File: src/design/topic_pattern_router_table_top_macros.svh
// ----------------------------------------------------------------------------
// Topic router assertion macros
// Shared concurrent assertion forms, clocked on clk and disabled in reset.
// ----------------------------------------------------------------------------
`ifndef TOPIC_PATTERN_ROUTER_TABLE_TOP_MACROS_SVH
`define TOPIC_PATTERN_ROUTER_TABLE_TOP_MACROS_SVH

// The consequent must hold in the same cycle as the antecedent.
`define TPRT_ASSERT_IMP(lbl, ante, cons) \
	lbl: assert property (@(posedge clk) disable iff (!arst_n) (ante) |-> (cons)) \
		else $error("topic router assertion failed");

// The consequent must hold in the cycle after the antecedent.
`define TPRT_ASSERT_NEXT(lbl, ante, cons) \
	lbl: assert property (@(posedge clk) disable iff (!arst_n) (ante) |=> (cons)) \
		else $error("topic router assertion failed");

`endif

File: src/design/tprt_ram.sv
// ----------------------------------------------------------------------------
// Topic router RAM
// Simple dual-port synchronous RAM with one write port and a registered read.
// ----------------------------------------------------------------------------
module tprt_ram #(
	parameter int ADDR_W = 6,
	parameter int DATA_W = 8
) (
	input  logic              clk,
	input  logic              we,
	input  logic [ADDR_W-1:0] waddr,
	input  logic [DATA_W-1:0] wdata,
	input  logic [ADDR_W-1:0] raddr,
	output logic [DATA_W-1:0] rdata
);

	logic [DATA_W-1:0] mem [2**ADDR_W];

	always_ff @(posedge clk) begin
		if (we) begin
			mem[waddr] <= wdata;
		end
		rdata <= mem[raddr];
	end

endmodule

File: config.mk
export PLATFORM = sky130hd
export DESIGN_NAME = tprt_ram
export DESIGN_NICKNAME = d
export VERILOG_FILES = /design/src/design/topic_pattern_router_table_top_macros.svh /design/src/design/tprt_ram.sv
export SDC_FILE = /design/constraint.sdc
export NUM_CORES = 1
export LEC_CHECK = 0
export BUFFER_PORTS_ARGS = -buffer_cell sky130_fd_sc_hd__buf_2
export CAP_MARGIN = 30
export CORE_AREA = 2 2 244 246
export CTS_CLUSTER_DIAMETER = 40
export DETAILED_ROUTE_END_ITERATION = 8
export DIE_AREA = 0 0 246 248
export PLACE_DENSITY_LB_ADDON = 0.25
export RECOVER_POWER = 50
export SLEW_MARGIN = 20
export SYNTH_ARGS = -nofsm -noshare
export SYNTH_HDL_FRONTEND = slang
export SYNTH_SLANG_ARGS = --single-unit
File: constraint.sdc
create_clock -name clk -period 2.04 [get_ports clk]
set_input_delay 0.408 -clock clk [delete_from_list [all_inputs] [get_ports clk]]
set_output_delay 0.408 -clock clk [all_outputs]
set_load 0.005 [all_outputs]
==> impl_metrics.yaml <==
outcome:
  status: "finished, violations left"
  failed_checks: "max-capacitance violations, max-slew violations"
routing:
  vias_per_cell: 5.08
  drcViolationCount: 0
  vias: 10200
  ant_nets: 0
  routedWlPerCell_um: 24.7
  drtIter0Drc: 983
  dr.pass1.iters: 5
  routed_wl_mm: 49.4
finish:
  design_area_um2: 24900
  post-route-util: 0.426
  fill_cells: 5065
  multi_input_area_um2: 4330
  syn_to_final_growth_pct: 23.5
  drive_gt1_frac: 0.374
  layout_commonest_cell: "edfxtp_1"
  regArea_um2: 15500
  nets: 1188
  layout_common_cells: "512 x edfxtp_1, 156 x buf_4, 126 x mux4_2"
timing:
  timing.final.crit_share: 0.979
  tightest_slew_ps: 1580
  hold_viol: 0
  fin_worst_skew_ps: 26.0
  worst_slack_ps: 43.8
  slew_viol_final: 194
  rsz0062_at_grt: "false"
  worst_slew_margin_rel: -0.0556
  timing.final.crit_period_ps: 2000
  final-setup-viol-count: 0
  max_freq_ghz: 0.501
hold_path:
  hp-class: "in2reg"
synth:
  synth-main-ff-cell: "edfxtp_1"
  syn-num-nets: 962
  netlist_instances: 940
  ys_warn_count: 0
  ys_seq_area_frac: 0.770
  async_flop_share: 0
  syn_avg_cell_area_um2: 21.5
  synth_edf_count: 512
  ys_ff_latch: 520
  ys_types: 40
  syn_area_um2: 20200
power_and_ir_drop:
  leakage_uw: 0.00817
  p_per_area_nw_per_um2: 1040
  peakVddDrop_uv: 759
clock_network:
  clockBufferDepth: 3
  clkSinkCount: 520
  cts_buffers: 71
  h-tree-depth: 3
  cts_root_buf: "clkbuf_16"
  tritoncts: "built"
  clk_latency_ps: 610
  clk_pin_slew_ps: 60
critical_path:
  critPathMaxFanout: 1
  worst_r2r_startpoint: "mem[6][7]"
  ff2ff_path_depth: 4
  crit_path_end_kind: "flop"
  reg2reg_slack_ps: 40
  path_class: "reg2reg"
  critPathRequiredTime_ps: 2490
  startpoint: "mem[6][7]"
  setup.worst_path.end: "rdata[7]"
  cp-start-kind: "flop"
  arrival_ps: 2450
  r2r-end: "rdata[7]"
die:
  core_um2: 58500
  die_w_um: 246
  initial_utilization: 0.345
  die_area_um2: 61000
  pin_count: 30
  die_y_um: 248
  rows: 89
global_routing:
  grt_pass1_wl_mm: 73.1
  grt.total_usage: 0.167
  grt_overflow: 0
  grt_start_max_net_pins: 65
  grt_pass1_vias: 10500
  antenna_found_initial: 7
placed_design:
  portBuffers: 29
  place_ws_ps: -569
  dp_hpwl_mm: 32.5
  place_area_um2: 22500
  gp_congestion: 0.828
run:
  cap_violations: 3
==> cell type report <==
class	count	area share
clock inverter	53	0.0262
antenna	3	0.000301
sequential	520	0.624
multi-input combinational	369	0.174
timing repair buffer	204	0.0640
tap	773	0.0388
clock buffer	77	0.0731
==> power by group <==
group	total [µW]	internal [µW]	leakage, µW	switching, µW
combinational	1260	530	0.00232	734
clock	12700	7880	0.00118	4780
sequential	11900	11800	0.00467	39.4
total	25800	20200	0.00817	5550
==> stage by stage <==
stage	total power, µW	std cells	hold WS, ps	TNS [ps]
global placement	13400	1864	803	-3670
detailed placement	13400	1866	826	-3810
global route	26600	1996	231	0
finish	25800	1999	227	0
floorplan	12700	940	507	0
CTS	26100	1996	188	0
==> registers in the layout (all words and copies together), names as in the netlist <==
register and cells:
mem 512, rdata 8
==> cells in the mapped netlist, types with 3 or more instances <==
cell / number / share of area
nand3_1: 13 / 0.0032
buf_6: 4 / 0.0022
o221ai_1: 8 / 0.0035
buf_1: 4 / 0.00074
edfxtp_1: 512 / 0.76
nand3b_1: 3 / 0.0011
a22oi_1: 3 / 0.0011
nand2_1: 19 / 0.0035
a211oi_1: 4 / 0.0015
nand2b_1: 7 / 0.0022
mux4_2: 126 / 0.14
nor2_1: 83 / 0.015
buf_4: 13 / 0.0048
o2bb2ai_1: 3 / 0.0013
o2111ai_1: 3 / 0.0013
a221oi_1: 6 / 0.0026
dfxtp_1: 8 / 0.0079
o22ai_1: 8 / 0.0025
clkbuf_1: 17 / 0.0032
mux2_2: 13 / 0.0073
a21oi_1: 3 / 0.00074
nor2b_1: 14 / 0.0043
nor3_1: 7 / 0.0017
mux2i_1: 23 / 0.011
buf_2: 11 / 0.0027
==> kinds of logic (layout without fill, tap and decap cells) <==
kind of cell / after synthesis / count (layout) / share of synthesized area
buf+inv: 51 / 334 / 0.0157
other cells: 0 / 3 / 0
compound gates: 54 / 54 / 0.0207
mux: 162 / 162 / 0.159
simple gates: 153 / 153 / 0.0339
flops: 520 / 520 / 0.770
==> critical path, stage by stage (launching register included) <==
cell and delay, ps:
edfxtp_1 380, mux4_2 460, mux2_2 280, o311ai_1 610, nand2_1 120
==> routing by layer <==
metal	GRT usage	share of wire
met2	0.259	0.47
met4	0.0422	0.018
met3	0.0468	0.068
met5	0	0.00063
met1	0.233	0.44
==> worst min-delay path by stage <==
stage,start,endpoint,depth (start not counted)
2_1_floorplan,wdata[0],mem[0][0],0
3_3_place_gp,mem[26][4],rdata[4],3
3_5_place_dp,rdata[7],rdata[7],1
4_1_cts,raddr[5],rdata[6],3
5_1_grt,raddr[5],rdata[0],3
6_report,raddr[5],rdata[6],3
==> timing repair <==
item / in CTS / in global routing
hold buffers: 0 / 0
endpoints found under the hold margin: 0 / 0
pin swaps: 0 / 1
setup buffers: 0 / 0
resized for setup: 2 / 0
setup endpoints to repair: 2 / 1
No activity file was read; power rests on OpenSTA's default activity.
