$ cat src/design/topic_pattern_router_table_top_macros.svh
// ----------------------------------------------------------------------------
// Topic router assertion macros
// Shared concurrent assertion forms, clocked on clk and disabled in reset.
// ----------------------------------------------------------------------------
`ifndef TOPIC_PATTERN_ROUTER_TABLE_TOP_MACROS_SVH
`define TOPIC_PATTERN_ROUTER_TABLE_TOP_MACROS_SVH

// The consequent must hold in the same cycle as the antecedent.
`define TPRT_ASSERT_IMP(lbl, ante, cons) \
	lbl: assert property (@(posedge clk) disable iff (!arst_n) (ante) |-> (cons)) \
		else $error("topic router assertion failed");

// The consequent must hold in the cycle after the antecedent.
`define TPRT_ASSERT_NEXT(lbl, ante, cons) \
	lbl: assert property (@(posedge clk) disable iff (!arst_n) (ante) |=> (cons)) \
		else $error("topic router assertion failed");

`endif

$ cat src/design/tprt_pkg.sv
// ----------------------------------------------------------------------------
// Topic router package
// Sizes, character codes, command and result beats, and internal types.
// ----------------------------------------------------------------------------
package tprt_pkg;

	localparam int MAX_BINDINGS   = 16;
	localparam int MAX_STRING_LEN = 64;
	localparam int RESULT_LIMIT   = 16;

	localparam int SLOT_W  = $clog2(MAX_BINDINGS);
	localparam int CNT_W   = $clog2(MAX_BINDINGS + 1);
	localparam int OFF_W   = $clog2(MAX_STRING_LEN);
	localparam int LEN_W   = $clog2(MAX_STRING_LEN + 1);
	localparam int PADDR_W = SLOT_W + OFF_W;
	localparam int TGT_W   = 16;
	localparam int MAXT_W  = 5;

	localparam logic [7:0] CH_DOT  = 8'h2E;
	localparam logic [7:0] CH_HASH = 8'h23;
	localparam logic [7:0] CH_STAR = 8'h2A;

	localparam logic [1:0] STAT_OK   = 2'd0;
	localparam logic [1:0] STAT_NONE = 2'd1;
	localparam logic [1:0] STAT_FULL = 2'd2;
	localparam logic [1:0] STAT_LONG = 2'd3;

	typedef enum logic [1:0] {
		MODE_BIND,
		MODE_UNBIND,
		MODE_ROUTE,
		MODE_QUERY
	} mode_t;

	typedef enum logic [3:0] {
		ST_IDLE,
		ST_ENTRY,
		ST_EQ_RD,
		ST_EQ_EV,
		ST_MT_RD,
		ST_MT_EV,
		ST_SEG,
		ST_CPY_RD,
		ST_CPY_WR,
		ST_FLUSH
	} tprt_state_t;

	typedef enum logic [1:0] {
		DIR_NONE,
		DIR_SET_TGT,
		DIR_APPEND,
		DIR_REMOVE
	} dir_op_t;

	typedef struct packed {
		logic [1:0]        mode;
		logic [7:0]        string_byte;
		logic [TGT_W-1:0]  bind_target;
		logic [MAXT_W-1:0] target_limit;
	} tprt_in_t;

	typedef struct packed {
		logic [1:0]       status;
		logic             found;
		logic [TGT_W-1:0] result_target;
		logic             last_result;
	} tprt_out_t;

	typedef struct packed {
		dir_op_t          op;
		logic [CNT_W-1:0] idx;
		logic [LEN_W-1:0] plen;
		logic [TGT_W-1:0] ptgt;
	} dir_cmd_t;

	typedef struct packed {
		logic [SLOT_W-1:0] slot;
		logic [LEN_W-1:0]  plen;
		logic [TGT_W-1:0]  ptgt;
		logic [CNT_W-1:0]  count;
	} dir_stat_t;

endpackage

$ cat src/design/tprt_dir.sv
// ----------------------------------------------------------------------------
// Topic router directory
// Binding order as a permutation of physical slots, with length and target.
// ----------------------------------------------------------------------------
module tprt_dir import tprt_pkg::*; (
	input  logic      clk,
	input  logic      arst_n,
	input  dir_cmd_t  cmd,
	output dir_stat_t stat
);

	logic [SLOT_W-1:0] order_q [MAX_BINDINGS];
	logic [LEN_W-1:0]  plen_q  [MAX_BINDINGS];
	logic [TGT_W-1:0]  ptgt_q  [MAX_BINDINGS];
	logic [CNT_W-1:0]  count_q;
	logic [SLOT_W-1:0] slot;

	assign slot       = order_q[cmd.idx[SLOT_W-1:0]];
	assign stat.slot  = slot;
	assign stat.plen  = plen_q[slot];
	assign stat.ptgt  = ptgt_q[slot];
	assign stat.count = count_q;

	// A removed slot rotates to the end of the order, so the slot just past
	// the live entries is always free for the next append.
	always_ff @(posedge clk or negedge arst_n) begin
		if (!arst_n) begin
			for (int j = 0; j < MAX_BINDINGS; j++) begin
				order_q[j] <= SLOT_W'(j);
			end
			count_q <= '0;
		end else begin
			unique case (cmd.op)
				DIR_REMOVE: begin
					for (int j = 0; j < MAX_BINDINGS - 1; j++) begin
						if (CNT_W'(j) >= cmd.idx) begin
							order_q[j] <= order_q[j + 1];
						end
					end
					order_q[MAX_BINDINGS - 1] <= slot;
					count_q <= count_q - CNT_W'(1);
				end
				DIR_APPEND: begin
					count_q <= count_q + CNT_W'(1);
				end
				default: begin
				end
			endcase
		end
	end

	always_ff @(posedge clk) begin
		unique case (cmd.op)
			DIR_SET_TGT: begin
				ptgt_q[slot] <= cmd.ptgt;
			end
			DIR_APPEND: begin
				ptgt_q[slot] <= cmd.ptgt;
				plen_q[slot] <= cmd.plen;
			end
			default: begin
			end
		endcase
	end

endmodule

$ cat config.mk
export PLATFORM = sky130hd
export DESIGN_NAME = tprt_dir
export DESIGN_NICKNAME = d
export VERILOG_FILES = /design/src/design/topic_pattern_router_table_top_macros.svh /design/src/design/tprt_pkg.sv /design/src/design/tprt_dir.sv
export SDC_FILE = /design/constraint.sdc
export NUM_CORES = 1
export LEC_CHECK = 0
export BUFFER_PORTS_ARGS = -buffer_cell sky130_fd_sc_hd__buf_4
export CELL_PAD_IN_SITES_DETAIL_PLACEMENT = 2
export CELL_PAD_IN_SITES_GLOBAL_PLACEMENT = 2
export CORE_AREA = 2 2 200 202
export CTS_CLUSTER_SIZE = 28
export DETAILED_ROUTE_END_ITERATION = 7
export DIE_AREA = 0 0 202 204
export PLACE_DENSITY_LB_ADDON = 0.15
export SETUP_SLACK_MARGIN = 0.3
export SYNTH_ARGS = -nofsm -noshare
export SYNTH_HDL_FRONTEND = slang
export SYNTH_SLANG_ARGS = --single-unit
$ cat constraint.sdc
create_clock -name clk -period 7.6 [get_ports clk]
set_input_delay 1.52 -clock clk [delete_from_list [all_inputs] [get_ports clk]]
set_output_delay 1.52 -clock clk [all_outputs]
set_load 0.05 [all_outputs]
==> results of run 1 <==
==> layer usage <==
metal / vias up / wire length, µm
met5: - / 0
met4: 0 / 1520
met3: 97 / 2660
met2: 335 / 27600
met1: 6255 / 24700
li1: 4918 / -
==> Yosys cell counts, types with 2 or more instances <==
cell type,number,area [µm²]
and3_1,116,726
o21ai_0,6,30.0
or3_1,2,12.5
a21oi_2,20,175
mux2_2,66,743
o31ai_1,23,173
nor2_1,22,82.6
edfxtp_1,368,11100
nor4_2,4,50.1
nand3_1,5,25.0
xnor2_1,3,26.3
mux4_2,14,315
buf_4,5,37.5
a21oi_1,75,375
buf_12,3,60.1
mux4_1,2,52.6
nor3_1,7,35.0
o32ai_1,23,201
nand2_1,105,394
ha_1,5,62.6
nor4_1,5,31.3
mux2i_1,5,50.1
buf_6,12,135
a211oi_2,22,275
dfrtp_1,37,926
a211o_1,23,201
nor3_2,2,20.0
nand2b_4,2,27.5
a211oi_1,93,698
buf_1,4,15.0
clkbuf_1,47,176
inv_1,3,11.3
nor2b_1,2,12.5
dfstp_2,32,841
a21o_1,3,22.5
buf_2,29,145
a21boi_0,23,173
==> where the power goes <==
| part | switching [mW] | internal (mW) | total, mW | leakage [nW] |
|---|---|---|---|---|
| clock network | 0.946 | 1.17 | 2.12 | 0.666 |
| registers | 0.0519 | 2.69 | 2.74 | 4.15 |
| logic | 0.681 | 0.295 | 0.976 | 2.52 |
==> worst max-delay path, stage by stage <==
cell	delay, ns
buf_4	0.31
mux4_1	0.58
mux2_2	0.30
o21ai_4	0.19
inv_4	0.31
buf_4	0.44
o31ai_1	0.33
o32ai_1	0.13
a211o_1	0.36
buf_4	0.23
==> layout by cell type, fill, tap and decap left out, drive strengths merged, types with 2 or more instances in the layout <==
| cell | synthesis | layout |
|---|---|---|
| a211o | 23 | 23 |
| a211oi | 115 | 115 |
| a21boi | 23 | 23 |
| a21o | 3 | 3 |
| a21oi | 95 | 95 |
| and3 | 116 | 116 |
| buf | 54 | 89 |
| clkbuf | 47 | 63 |
| clkinv | 0 | 22 |
| dfrtp | 37 | 37 |
| dfstp | 32 | 32 |
| edfxtp | 368 | 368 |
| ha | 5 | 5 |
| inv | 5 | 5 |
| mux2 | 66 | 66 |
| mux2i | 5 | 5 |
| mux4 | 16 | 16 |
| nand2 | 106 | 106 |
| nand2b | 3 | 3 |
| nand3 | 5 | 5 |
| nor2 | 23 | 23 |
| nor2b | 2 | 2 |
| nor3 | 9 | 9 |
| nor4 | 9 | 9 |
| o21ai | 7 | 7 |
| o31ai | 23 | 23 |
| o32ai | 23 | 23 |
| or3 | 2 | 2 |
| xnor2 | 3 | 3 |
==> sequential cells by signal, summed over array words and instances, names as in the netlist <==
name and flops:
ptgt_q 256, count_q 5, plen_q 112, order_q 64
==> kinds of logic (layout without fill, tap and decap cells) <==
group	count (synthesis)	after routing	share of synthesized area, %
AO/OA/AOI/OAI	315	315	12.7
XOR/XNOR	4	4	0.189
adder cells (fa/ha/maj)	6	6	0.445
buffers and inverters	106	180	3.26
flip-flops	437	437	69.1
multiplexers	87	87	6.26
AND/OR/NAND/NOR	280	280	8.00
==> final timing paths <==
check / to / startpoint / cells past startpoint
setup / recovery: stat[6] / cmd[23] / 10
hold / removal: count_q[4] / count_q[4] / 1
setup reg to reg: plen_q[0][0] / order_q[33] / 7
hold reg to reg: count_q[4] / count_q[4] / 1
max in group asynchronous: order_q[25] / arst_n / 1
min in group asynchronous: order_q[52] / arst_n / 1
==> layout make-up <==
type / count / area, µm² / area share [%]
Sequential cell: 437 / 12800 / 61.5
Multi-Input combinational cell: 692 / 5240 / 25.1
Clock buffer: 62 / 1270 / 6.12
Timing Repair Buffer: 90 / 723 / 3.47
Tap cell: 525 / 657 / 3.15
Clock inverter: 23 / 96.3 / 0.463
Inverter: 5 / 26.3 / 0.126
==> metrics.md, run 1 <==
| Metric | Value |
|---|---|
| Setup Total Neg Slack | 0 ns |
| Distinct cells, synth | 54 |
| Required @ worst endpoint | 6.08 ns |
| Clock root buffer | clkbuf_16 |
| Num ports | 64 |
| Post-place setup slack | 1.29 ns |
| Die ar. | 41200 µm² |
| Row count | 73 |
| Crit-path max FO | 67 |
| Ys async rst share | 15.8% |
| CTS Buf Count | 47 |
| Hpwl dp | 31.9 mm |
| Global routing's busiest layer | met2 |
| Synth Flop Type | edfxtp_1 |
| Number of DRC markers in iteration 0 | 1099 |
| Placed cells | 1746 |
| Final hold slack | 0.491 ns |
| IO buf count | 63 |
| Clock Latency Late Sink | 0.58 ns |
| Placed Area | 19400 µm² |
| Post-Layout Inst Area | 20800 µm² |
| Max capacitance violation total | 0 |
| P per Cell Area | 280 nW/µm² |
| Vias per cell | 6.33 |
| Total power | 5.83 mW |
| Net count after synthesis | 1273 |
| Final min period | 6.34 ns |
| Largest net degree at the start of global routing | 139 |
| Die Width | 202 µm |
| Worst Max-Slew Pin Slew | 1.27 ns |
| Initial Util | 47.3% |
| Final Slew Violations | 0 |
| Total clock sinks | 437 |
| Syn Inst Count | 1235 |
| CTS tree | done |
| DR vias | 11600 |
| Vias in the first global route | 12900 |
| Post-CTS resize count | 0 |
| Initial antenna violation count | 0 |
| Worst endpoint data arrival time | 4.82 ns |
| Final GP Congestion | 0.720 |
| Post-Layout Cell Count | 1834 |
| Avg Cell Area, Syn | 15.0 µm² |
| Period Utilization, post-route | 83.4% |
| Hold_buf cts | 0 |
| Worst setup margin | 1.26 ns |
| Layout Utilization | 53.2% |
| Highest clock rate | 158 MHz |
| Proportion of layout cells with a drive suffix above 1 | 25.2% |
| Fin Clk Skew | 0.0164 ns |
| Synthesized cell area | 18600 µm² |
| Max Root-Sink Buffers | 3 |
| Endpoints failing setup | 0 |
| DRT antenna net count | 0 |
| Fin. Hold Viols | 0 |
| RSZ-0062 raised after global routing | no |
| Nets | 1311 |
| Pleak | 7.34 nW |
| Post-route DRC | 0 |
| WL per Instance | 30.8 µm |
| Overflow after GRT | 0 |
| Post-CTS Setup Inserts | 0 |
| GRT met2 Usage | 45.1% |
| Register area share after synthesis | 69.1% |
| Critical Path Sink Type | output port |
| P&R area growth vs syn | 12.3% |
| Critical path type | primary input to output port |
| Synth Warn # | 0 |
| FILL cells | 3488 |
| Global-route wire length before repair | 84.2 mm |
| Relative slew slack | 15.4% |
| Synthesized flop and latch total | 437 |
| Core area | 39200 µm² |
| CTS clk-pin slew, worst paths | 0.06 ns |
| Peak supply drop | 212 µV |
| Die Span Y | 204 µm |
| H-tree levels | 2 |
| Met1 Use GR | 38.5% |
| CP startpoint kind | primary input |
| Status | finished clean |
| Tightest Hold Check Type | flop to flop |
| Diode count | 0 |
| Gr usage total | 27.7% |
| Reg2reg setup slack | 3.75 ns |
| Routing usage on met3 | 3.95% |
| Routed WL | 56.5 mm |
| Drt first pass iters | 5 |
| Number of synthesized flops with an enable pin | 368 |
(Power assumes the default switching activity.)
==> run 2, diff against run 1 <==
--- a/config.mk
+++ b/config.mk
@@ -8,10 +8,10 @@
 export BUFFER_PORTS_ARGS = -buffer_cell sky130_fd_sc_hd__buf_4
 export CELL_PAD_IN_SITES_DETAIL_PLACEMENT = 2
 export CELL_PAD_IN_SITES_GLOBAL_PLACEMENT = 2
-export CORE_AREA = 2 2 200 202
+export CORE_AREA = 2 2 216 218
 export CTS_CLUSTER_SIZE = 28
 export DETAILED_ROUTE_END_ITERATION = 7
-export DIE_AREA = 0 0 202 204
+export DIE_AREA = 0 0 218 220
 export PLACE_DENSITY_LB_ADDON = 0.15
 export SETUP_SLACK_MARGIN = 0.3
 export SYNTH_ARGS = -nofsm -noshare
==> constraint.sdc (replaced) <==
create_clock -name clk -period 5.15 [get_ports clk]
set_input_delay 1.03 -clock clk [delete_from_list [all_inputs] [get_ports clk]]
set_output_delay 1.03 -clock clk [all_outputs]
set_load 0.05 [all_outputs]
==> run 2 against run 1 <==
First-iteration DRC count is 26% lower. Clock power rose by 55%. Combinational power increased by 51%. Clock skew about the same. Routed wire length fell by 2.5%. Total power up 51%. Utilization fell by 6.2 points. Sequential share of layout area fell by 2.0 points. Worst setup slack worse by 0.85 ns. Non-clock buffer count grew 36. Worst hold slack worse by 0.0065 ns. Critical path type unchanged. Highest routed layer is now met5.
==> metrics.md, run 2 (synthesis gave the netlist of run 1 again) <==
| Metric | Value |
|---|---|
| Status | finished clean |
| Diode count | 0 |
| Total clock sinks | 437 |
| H-tree levels | 2 |
| Critical path type | primary input to output port |
| Pleak | 7.66 nW |
| Required @ worst endpoint | 4.12 ns |
| Max FFs per register | 256 |
| Setup crit start | cmd[23] |
| Proportion of layout cells with a drive suffix above 1 | 28.1% |
| Reg2Reg Depth | 8 |
| Endpoints failing setup | 0 |
| Worst setup margin | 0.413 ns |
| Post-route DRC | 0 |
| Initial antenna violation count | 1 |
| Max Root-Sink Buffers | 3 |
| Max capacitance violation total | 0 |
| Fin Clk Skew | 0.0161 ns |
| Die ar. | 48000 µm² |
| Row count | 79 |
| Post-place setup slack | 0.105 ns |
| WL per Instance | 28.2 µm |
| DR vias | 11300 |
| Final Slew Violations | 0 |
| Biggest regs | ptgt_q x256, plen_q x112, order_q x64 |
| Reg-to-Reg End | ptgt_q[6][11] |
| Critical path endpoint | stat[19] |
| CTS Buf Count | 47 |
| Tightest Hold Check Type | flop to flop |
| Drt first pass iters | 5 |
| Vias per cell | 5.79 |
| Final GP Congestion | 0.755 |
| Core area | 45900 µm² |
| DRT antenna net count | 0 |
| Die Width | 218 µm |
| Register name with the most flops | ptgt_q |
| P&R area growth vs syn | 16.0% |
| CTS clk-pin slew, worst paths | 0.05 ns |
| Number of DRC markers in iteration 0 | 810 |
| Highest clock rate | 211 MHz |
| RSZ-0062 raised after global routing | no |
| Worst Max-Slew Pin Slew | 1.27 ns |
| Peak supply drop | 249 µV |
| Die Span Y | 220 µm |
| P per Cell Area | 408 nW/µm² |
| Total power | 8.79 mW |
| Global-route wire length before repair | 82.4 mm |
| Largest net degree at the start of global routing | 94 |
| Reg2reg setup slack | 1.90 ns |
| Hpwl dp | 33.1 mm |
| Reg2reg start | order_q[20] |
| Num ports | 64 |
| Gr usage total | 23.3% |
| Final hold slack | 0.485 ns |
| Most frequent cells in the layout | 368 x edfxtp_1, 116 x and3_1, 105 x nand2_1, 104 x buf_4, 91 x a211oi_1 |
| Fin. Hold Viols | 0 |
| CP startpoint kind | primary input |
| IO buf count | 63 |
| CTS tree | done |
| Commonest non-fill, non-tap cell in the layout | edfxtp_1 |
| Critical Path Sink Type | output port |
| Crit-path max FO | 26 |
| Routed WL | 55.1 mm |
| Overflow after GRT | 0 |
| Worst endpoint data arrival time | 3.71 ns |
| Setup Total Neg Slack | 0 ns |
| Final min period | 4.74 ns |
| Initial Util | 40.4% |
| Vias in the first global route | 12600 |
| Relative slew slack | 14.7% |
| Nets | 1347 |
| Period Utilization, post-route | 92.0% |
| Clock root buffer | clkbuf_16 |
| Clock Latency Late Sink | 0.58 ns |
## run 2: cell types whose count changed in the layout (fill, tap and decap cells not counted), sizes merged
cell      change
bufinv        +3
clkinvlp      -1
buf          +36
clkbuf        +3
clkinv        -3
## run 2: worst min path at each step
stage / start / to / slack (ns) / cells past startpoint
global route: count_q[4] / count_q[4] / 0.52 / 1
CTS: count_q[4] / count_q[4] / 0.49 / 1
finish: count_q[4] / count_q[4] / 0.48 / 1
detailed placement: count_q[4] / count_q[4] / 0.47 / 1
floorplan: order_q[60] / order_q[60] / 0.47 / 1
global placement: count_q[4] / count_q[4] / 0.47 / 1
## run 2: per-layer routing
metal	routed length, µm	GRT usage (%)	vias up
met5	8	0	-
met4	1350	6.30	2
met3	1780	3.64	80
met2	26700	38.3	198
met1	25300	32.4	6033
li1	-	-	4997
## run 2: worst max-delay path: stages
cell     delay (ns)
buf_12         0.16
mux4_1         0.58
mux2_2         0.30
o21ai_4        0.19
inv_4          0.12
buf_4          0.26
o31ai_1        0.38
o32ai_1        0.19
a211o_1        0.28
buf_4          0.19
## run 2: layout make-up
| class | count | area [µm²] |
|---|---|---|
| fill | 4362 | 24300 |
| clock buffer | 65 | 1290 |
| clock inverter | 22 | 176 |
| multi-input combinational | 692 | 5270 |
| timing repair buffer | 126 | 1190 |
| tap | 607 | 759 |
| inverter | 5 | 26.3 |
| sequential | 437 | 12800 |
## run 2: metrics by stage
step	area [µm²]	instances	utilization (%)
final	21500	1954	46.9
after global routing	21500	1954	46.9
after CTS	21500	1952	46.8
after detailed placement	20000	1865	43.5
after global placement	20000	1865	43.5
after floorplan	18600	1235	-
## run 2: timing repair
item / in CTS / in global routing
setup endpoints to repair: 21 / 21
hold buffers: 0 / 0
pin swaps: 0 / 1
resized for setup: 6 / 8
buffers inserted: 0 / 1
gates cloned: 0 / 0
## run 2: report_power, final
group / leakage [nW] / switching [mW] / internal, mW
clock: 0.723 / 1.38 / 1.89
sequential: 4.15 / 0.0741 / 3.97
combinational: 2.78 / 0.985 / 0.483
